`config.mk`:
```
export PLATFORM = sky130hd
export DESIGN_NAME = slr_sequencer
export DESIGN_NICKNAME = d
export VERILOG_FILES = /design/src/hdl/slr_pkg.sv /design/src/hdl/slr_sequencer.sv
export SDC_FILE = /design/constraint.sdc
export NUM_CORES = 1
export LEC_CHECK = 0
export BUFFER_PORTS_ARGS = -buffer_cell sky130_fd_sc_hd__buf_2
export CAP_MARGIN = 5
export CORE_UTILIZATION = 57
export CTS_BUF_LIST = sky130_fd_sc_hd__clkbuf_8
export DETAILED_ROUTE_END_ITERATION = 12
export PLACE_DENSITY_LB_ADDON = 0.25
export SLEW_MARGIN = 20
export SYNTH_ARGS = -nofsm -noshare
export SYNTH_HDL_FRONTEND = slang
export SYNTH_SLANG_ARGS = --single-unit
export TNS_END_PERCENT = 10
```
`constraint.sdc`:
```
create_clock -name clk_i -period 3.3 [get_ports clk_i]
set_clock_uncertainty 0.2 [all_clocks]
set_input_delay 0.33 -clock clk_i [delete_from_list [all_inputs] [get_ports clk_i]]
set_output_delay 0.33 -clock clk_i [all_outputs]
set_load 0.02 [all_outputs]
```
`src/hdl/slr_pkg.sv`:
```
// slr_pkg: widths, payload structs, codes and control struct of the stereo
// linear resampler. Used by every module under hdl; depends on nothing.

package slr_pkg;

  localparam int PHASE_FRAC_BITS = 24;
  localparam int MAX_RUN         = 16;

  localparam int SAMPLE_W   = 16;
  localparam int STEP_W     = 28;
  localparam int PHASE_W    = ((PHASE_FRAC_BITS > STEP_W) ? PHASE_FRAC_BITS : STEP_W) + 2;
  localparam int CNT_W      = $clog2(MAX_RUN + 1);
  localparam int DIFF_W     = SAMPLE_W + 1;
  localparam int PROD_W     = DIFF_W + PHASE_FRAC_BITS + 1;
  localparam int ACC_W      = PHASE_FRAC_BITS + 2 * SAMPLE_W;
  localparam int SCALE_SH   = SAMPLE_W - 1;
  localparam int Q_LSB      = PHASE_FRAC_BITS + SCALE_SH;
  localparam int CFG_IDX_W  = 4;
  localparam int CFG_DATA_W = STEP_W;

  localparam logic [STEP_W-1:0] STEP_RESET = STEP_W'(64'd1 << PHASE_FRAC_BITS);

  typedef enum logic [CFG_IDX_W-1:0] {
    CFG_PHASE_STEP  = 4'd0,
    CFG_MONO_SOURCE = 4'd1
  } cfg_reg_e;

  typedef enum logic [1:0] {
    UOP_IDLE,
    UOP_MAC,
    UOP_SCALE
  } unit_op_e;

  typedef enum logic [2:0] {
    S_IDLE,
    S_START,
    S_CHECK,
    S_MAC_L,
    S_SCL_L,
    S_MAC_R,
    S_SCL_R,
    S_EMIT
  } seq_state_e;

  typedef struct packed {
    logic signed [SAMPLE_W-1:0] left_sample;
    logic signed [SAMPLE_W-1:0] right_sample;
    logic                       silent;
    logic                       end_of_packet;
  } in_frame_t;

  typedef struct packed {
    logic signed [SAMPLE_W-1:0] left_out;
    logic signed [SAMPLE_W-1:0] right_out;
    logic                       last_of_run;
  } out_frame_t;

  typedef struct packed {
    unit_op_e                   op;
    logic                       sel_prev;
    logic                       sel_right;
    logic [PHASE_FRAC_BITS-1:0] frac;
    logic                       cap_left;
    logic                       load_out;
    logic                       last;
    logic                       done;
    logic                       busy;
  } seq_ctrl_t;

endpackage

```
`src/hdl/slr_sequencer.sv`:
```
// slr_sequencer: phase accumulator, run counter and the state machine that
// steps the shared interpolation unit. Depends on slr_pkg.

module slr_sequencer (
  input  logic                          clk_i,
  input  logic                          rst_ni,
  input  logic                          in_accept_i,
  input  logic                          have_prev_i,
  input  logic                          eop_i,
  input  logic [slr_pkg::STEP_W-1:0]    step_i,
  input  logic                          out_free_i,
  output slr_pkg::seq_ctrl_t            ctrl_o
);
  import slr_pkg::*;

  localparam logic [PHASE_W-1:0] PHASE_ONE = PHASE_W'(1) << PHASE_FRAC_BITS;

  seq_state_e                 state_q, state_d;
  logic [PHASE_W-1:0]         phase_q, phase_d;
  logic [CNT_W-1:0]           cnt_q, cnt_d;
  logic                       iv_q, iv_d;
  logic [PHASE_FRAC_BITS-1:0] frac_q, frac_d;
  logic                       last_q, last_d;

  logic [PHASE_W-1:0] phase_sum;
  logic [PHASE_W-1:0] phase_end;
  logic [CNT_W-1:0]   cnt_inc;
  logic               in_iv;
  logic               emit_more;
  logic               more_after;
  logic               any_iv;
  logic               next_iv;

  assign phase_sum = phase_q + PHASE_W'(step_i);
  assign cnt_inc   = cnt_q + CNT_W'(1);
  assign in_iv     = (phase_q[PHASE_W-1:PHASE_FRAC_BITS] == '0);
  assign emit_more = in_iv && (cnt_q < CNT_W'(MAX_RUN));
  // end of interval: drop one whole frame, never below zero
  assign phase_end = in_iv ? '0 : (phase_q - PHASE_ONE);
  assign any_iv    = have_prev_i || eop_i;
  assign next_iv   = iv_q && eop_i;
  // does another position follow, here or in the packet's own interval
  assign more_after = (cnt_inc < CNT_W'(MAX_RUN)) &&
                      ((phase_sum[PHASE_W-1:PHASE_FRAC_BITS] == '0) ||
                       (next_iv && (phase_sum[PHASE_W-1:PHASE_FRAC_BITS+1] == '0)));

  // next state
  always_comb begin
    state_d = state_q;
    case (state_q)
      S_IDLE:  if (in_accept_i) state_d = S_START;
      S_START: state_d = any_iv ? S_CHECK : S_IDLE;
      S_CHECK: begin
        if (emit_more) state_d = S_MAC_L;
        else if (next_iv) state_d = S_CHECK;
        else state_d = S_IDLE;
      end
      S_MAC_L: state_d = S_SCL_L;
      S_SCL_L: state_d = S_MAC_R;
      S_MAC_R: state_d = S_SCL_R;
      S_SCL_R: state_d = S_EMIT;
      S_EMIT:  if (out_free_i) state_d = S_CHECK;
      default: state_d = S_IDLE;
    endcase
  end

  // phase, count and interval bookkeeping
  always_comb begin
    phase_d = phase_q;
    cnt_d   = cnt_q;
    iv_d    = iv_q;
    frac_d  = frac_q;
    last_d  = last_q;
    case (state_q)
      S_START: begin
        iv_d  = have_prev_i;
        cnt_d = '0;
      end
      S_CHECK: begin
        if (emit_more) begin
          frac_d  = phase_q[PHASE_FRAC_BITS-1:0];
          phase_d = phase_sum;
          cnt_d   = cnt_inc;
          last_d  = !more_after;
        end else if (next_iv) begin
          iv_d    = 1'b0;
          phase_d = phase_end;
        end else begin
          phase_d = PHASE_W'(phase_end[STEP_W-1:0]);
        end
      end
      default: ;
    endcase
  end

  // outputs
  always_comb begin
    ctrl_o           = '0;
    ctrl_o.op        = UOP_IDLE;
    ctrl_o.sel_prev  = iv_q;
    ctrl_o.frac      = frac_q;
    ctrl_o.last      = last_q;
    ctrl_o.busy      = (state_q != S_IDLE);
    case (state_q)
      S_START: ctrl_o.done = !any_iv;
      S_CHECK: ctrl_o.done = !emit_more && !next_iv;
      S_MAC_L: ctrl_o.op = UOP_MAC;
      S_SCL_L: ctrl_o.op = UOP_SCALE;
      S_MAC_R: begin
        ctrl_o.op        = UOP_MAC;
        ctrl_o.sel_right = 1'b1;
        ctrl_o.cap_left  = 1'b1;
      end
      S_SCL_R: ctrl_o.op = UOP_SCALE;
      S_EMIT:  ctrl_o.load_out = out_free_i;
      default: ;
    endcase
  end

  always_ff @(posedge clk_i or negedge rst_ni) begin
    if (!rst_ni) begin
      state_q <= S_IDLE;
      phase_q <= '0;
      cnt_q   <= '0;
      iv_q    <= 1'b0;
      last_q  <= 1'b0;
    end else begin
      state_q <= state_d;
      phase_q <= phase_d;
      cnt_q   <= cnt_d;
      iv_q    <= iv_d;
      last_q  <= last_d;
    end
  end

  always_ff @(posedge clk_i) begin
    frac_q <= frac_d;
  end

  a_load_needs_room: assert property (@(posedge clk_i) disable iff (!rst_ni)
    ctrl_o.load_out |-> out_free_i)
    else $error("result loaded while output register is held");

  a_done_to_idle: assert property (@(posedge clk_i) disable iff (!rst_ni)
    ctrl_o.done |=> state_q == S_IDLE)
    else $error("item finished but sequencer did not return to idle");

  a_idle_phase_masked: assert property (@(posedge clk_i) disable iff (!rst_ni)
    state_q == S_IDLE |-> phase_q[PHASE_W-1:STEP_W] == '0)
    else $error("phase not wrapped to step width between items");

  a_run_bounded: assert property (@(posedge clk_i) disable iff (!rst_ni)
    state_q == S_MAC_L |-> (cnt_q != '0) && (cnt_q <= CNT_W'(MAX_RUN)))
    else $error("run counter outside one to run limit");

  a_last_ends_run: assert property (@(posedge clk_i) disable iff (!rst_ni)
    (ctrl_o.load_out && ctrl_o.last) |=> state_q == S_CHECK && !emit_more)
    else $error("position emitted after the frame flagged last");

endmodule

```
After elaboration in Yosys (flattened, before gate mapping). Index checks and enable logic that the tools add are counted. Widths: inputs -> output; s select.

Output and inout bits: 33. Input bits: 34. Logic and storage cells: 64. Register bits: 64.

Eq/ne operators: 12. Add/sub/neg operators: 3. Muxes and demuxes: 18. Order comparisons: 2. Reductions and logical operators: 23.

Operator list (count): $mux 30 (3); $add 30x28->30 (1); $sub 30x25->30 const B (1); $pmux 3 s8 (1); $eq 3x3->1 const B (4); $logic_not 6->1 (2); $lt 5x5->1 const B (2); $ne 2x2->1 const B (5); $pmux 5 s2 (1); $eq 3x2->1 const B (2); $mux 2 (3); $mux 3 (2); $reduce_and 2->1 (3); $add 5x1->5 const B (1); $logic_and 1x1->1 (5); $logic_not 5->1 (1); $mux 5 (1); $logic_not 1->1 (4); $mux 1 (4); $pmux 1 s2 (2); $pmux 2 s2 (1); $reduce_or 2->1 (2); $eq 3x1->1 const B (1); $logic_not 3->1 (1); 4 further kinds (5).

Depth between registers and ports, before layout.
Depth in word-level cells: 6. Gate-level depth with buffers: 11. Mapped depth without buffers: 11.

Least setup slack after synthesis. No wires, ideal clock.

Path type: reg-to-reg. From: register phase_q[0]. To: register last_q. Setup time: 0.132 ns. Path slack: 0.511 ns. Clock period less this slack: 2.789 ns. Stages on the path, launching flop included: 12. Arrival time: 2.456 ns. Required time: 2.968 ns. Path buffers: 0. Cells stage by stage: dfrtp_1 > ha_1 > inv_1 > fa_1 > nand2b_1 > a21oi_2 > o21ai_2 > a2111o_1 > a211o_1 > and4_1 > a21oi_2 > a31oi_1.

Longest elaborated chain between the ends: 6.

Ends and longest elaborated chain: start: declaration (RTL line slr_sequencer.sv:19) `logic [PHASE_W-1:0] phase_q, phase_d;`; start signal: assignment (RTL line slr_sequencer.sv:129) `phase_q <= phase_d;`; $add 30x28->30 * (RTL line slr_sequencer.sv:34) `assign phase_sum = phase_q + PHASE_W'(step_i);`; $logic_not 5->1 (RTL line slr_sequencer.sv:45) `(next_iv && (phase_sum[PHASE_W-1:PHASE_FRAC_BITS+1] == '0)));`; $logic_and 1x1->1 (RTL line slr_sequencer.sv:45); $logic_or 1x1->1 * (RTL line slr_sequencer.sv:44) `((phase_sum[PHASE_W-1:PHASE_FRAC_BITS] == '0) ||`; $logic_and 1x1->1 * (RTL line slr_sequencer.sv:43) `assign more_after = (cnt_inc < CNT_W'(MAX_RUN)) &&`; $logic_not 1->1 * (RTL line slr_sequencer.sv:84) `last_d = !more_after;`; end signal: assignment (RTL line slr_sequencer.sv:132) `last_q <= last_d;`; end: declaration (RTL line slr_sequencer.sv:23) `logic last_q, last_d;`.

Every way passes the cells marked *; elsewhere a longest branch is shown, timed or not. A chain may end at the register's enable or synchronous reset.

Worst setup path in the final report. Ends and elaborated chain as after synthesis.

==> impl_metrics.json <==
{
  "status": "finished, final reports clean",
  "fin_area_sq_um": 4640,
  "io_buffers": 66,
  "clkTransAtPathRegs_ps": 70,
  "period_minus_slack_ps": 3000,
  "report.final.slew_viol_count": 0,
  "post_cts_buffers": 0,
  "min_period_over_period": 0.909,
  "io_pins": 67,
  "synth_edf_count": 24,
  "synth.distinct_cells": 58,
  "synth_top_flop_cell": "dfrtp_1",
  "yosysMostFrequentCell": "nand2_1",
  "clockBufferDepth": 2,
  "cts_sinks": 64,
  "antenna_cells": 0,
  "dpl.hpwl_um": 6730,
  "drtIter0Drc": 222,
  "yosysTopAreaCell": "dfrtp_1",
  "fmax_mhz": 333,
  "synth_fp_nets": 502,
  "wirelength_um": 9010,
  "fin_hold_ws_ps": 97.4,
  "synth.area.top_cells": "dfrtp_1 25%, edfxtp_1 18%, ha_1 9.2%",
  "num_rows": 30,
  "chipHeight_um": 86.4,
  "crit_path_end_kind": "flip-flop",
  "synth_top_area_frac": 0.247,
  "startpoint_type": "flip-flop",
  "syn-cell-area_sq_um": 4060,
  "hp-class": "input pin to flip-flop",
  "rsz0062_at_grt": "no",
  "htree_num_levels": 3,
  "critPathMaxFanout": 3,
  "place_ws_ps": 251,
  "cts_tree": "done",
  "cts-root-buf": "clkbuf_8",
  "max-vdd-ir-drop_mv": 0.469,
  "final_nets": 566,
  "drc_errors": 0,
  "die_w_um": 86.4,
  "cts_made_buffers": 9,
  "drt.antenna.violating_nets": 0,
  "tns_ps": 0,
  "power_density_nw_per_um2": 797,
  "syn_inst": 437,
  "fin_ws_ps": 301,
  "worstMarginPinSlew_ps": 963,
  "antenna_found_initial": 0,
  "drive_gt1_frac": 0.196,
  "fin_util": 0.679,
  "finalHoldViolations": 0,
  "worstPathArrival_ps": 3010,
  "areaGrowthSynthToFinish_pct": 14.2,
  "cp.required_ps": 3310,
  "synth_common_cells": "52 x nand2_1, 45 x a21oi_1, 40 x dfrtp_1",
  "worstSetupPathType": "flip-flop to flip-flop",
  "ys_seq_area_frac": 0.424,
  "wl_per_cell_um": 15.0,
  "ys_ff_latch": 64,
  "start_util": 0.594,
  "setup_violations": 0,
  "async_reset_ff_frac": 0.625,
  "dieArea_sq_um": 7460,
  "slew_headroom": 0.358,
  "avgSynthCellArea_sq_um": 9.29,
  "leakagePower_nw": 2.05,
  "clock_latency_ps": 340,
  "place_congestion": 0.920,
  "grt_pass1_vias": 3340,
  "dr.pass1.iters": 4,
  "core_area_sq_um": 6830,
  "viasPerCell": 5.83,
  "place_area_sq_um": 4460,
  "grt_use_total": 0.262,
  "grt_max_degree": 41,
  "max_cap_viol_count": 0,
  "grt_pass1_wl_um": 15300,
  "yosysWarnings": 0,
  "grt-ovfl-total": 0,
  "vias": 3509
}
what timing repair did:
| item | in CTS | in global routing |
|---|---|---|
| endpoints found under the hold margin | 40 | 0 |
| hold buffers | 1 | 0 |
| gates resized for setup | 0 | 0 |
registers in the layout (all words and copies together) (netlist names):
name and count:
iv_q 1, phase_q 30, last_q 1, cnt_q 5, state_q 3, frac_q 24
through the flow:
step,total power [mW],instances
global placement,3.05,585
global route,3.99,602
detailed placement,3.11,585
CTS,3.69,602
finish,3.70,602
floorplan,2.68,437
worst max-delay path, cell delays in order (launching register included):
cell,delay (ps)
dfrtp_1,370
ha_1,210
inv_1,70
fa_1,370
nand2b_1,190
a21oi_2,190
o21ai_2,100
a2111o_1,450
a211o_1,340
and4_1,210
a21oi_2,90
a31oi_1,80
worst paths after layout:
check,startpoint,to,slack (ps),depth (start not counted)
max in group asynchronous,rst_ni,state_q[2],1820,2
min reg2reg,phase_q[0],frac_q[0],290,0
min,out_free_i,state_q[0],100,3
max,phase_q[0],last_q,300,11
max reg2reg,phase_q[0],last_q,300,11
min in group asynchronous,rst_ni,phase_q[21],480,2
where the power goes:
group / switching (mW) / internal, mW / leakage, nW
combinational: 1.14 / 0.752 / 1.30
sequential: 0.195 / 1.04 / 0.653
clock: 0.297 / 0.282 / 0.0958
layer usage:
| layer | global-route usage | vias to the layer above | routed length, um |
|---|---|---|---|
| li1 | - | 1734 | - |
| met1 | 0.348 | 1647 | 4200 |
| met2 | 0.435 | 107 | 4200 |
| met3 | 0.0410 | 21 | 433 |
| met4 | 0.0970 | 0 | 179 |
| met5 | 0 | - | 0 |
area by class of cell:
type,count,area [sq um]
Inverter,15,56.3
Timing Repair Buffer,72,378
Clock inverter,6,28.8
Sequential cell,64,1720
Fill cell,577,2190
Tap cell,96,120
Multi-Input combinational cell,339,2200
Clock buffer,10,138
cell usage in the layout (no fill, tap or decap), drive strengths merged, types with 3 or more instances in the layout:
master	count
o211ai	4
edfxtp	24
ha	30
o31ai	5
a21o	8
nor4	5
a31oi	4
inv	17
clkbuf	10
o21bai	5
nand2	52
nor2	23
or3	4
buf	71
o21ai	43
nor3	10
clkinv	3
xnor2	11
nand3	18
a21oi	49
nand4	8
dfrtp	40
xor2	16
a21boi	4
a211oi	3
and2	3
nand2b	9
cell families after synthesis:
group,Yosys count,share of synthesized area
buffers and inverters,34,0.0351
AOI/OAI and AO/OA,140,0.212
adders and majority gates,31,0.0974
xor gates and xnor gates,27,0.0582
muxes,1,0.00247
and+or+nand+nor,140,0.170
DFF,64,0.424
Note: power is estimated with default switching activity, not from simulation.
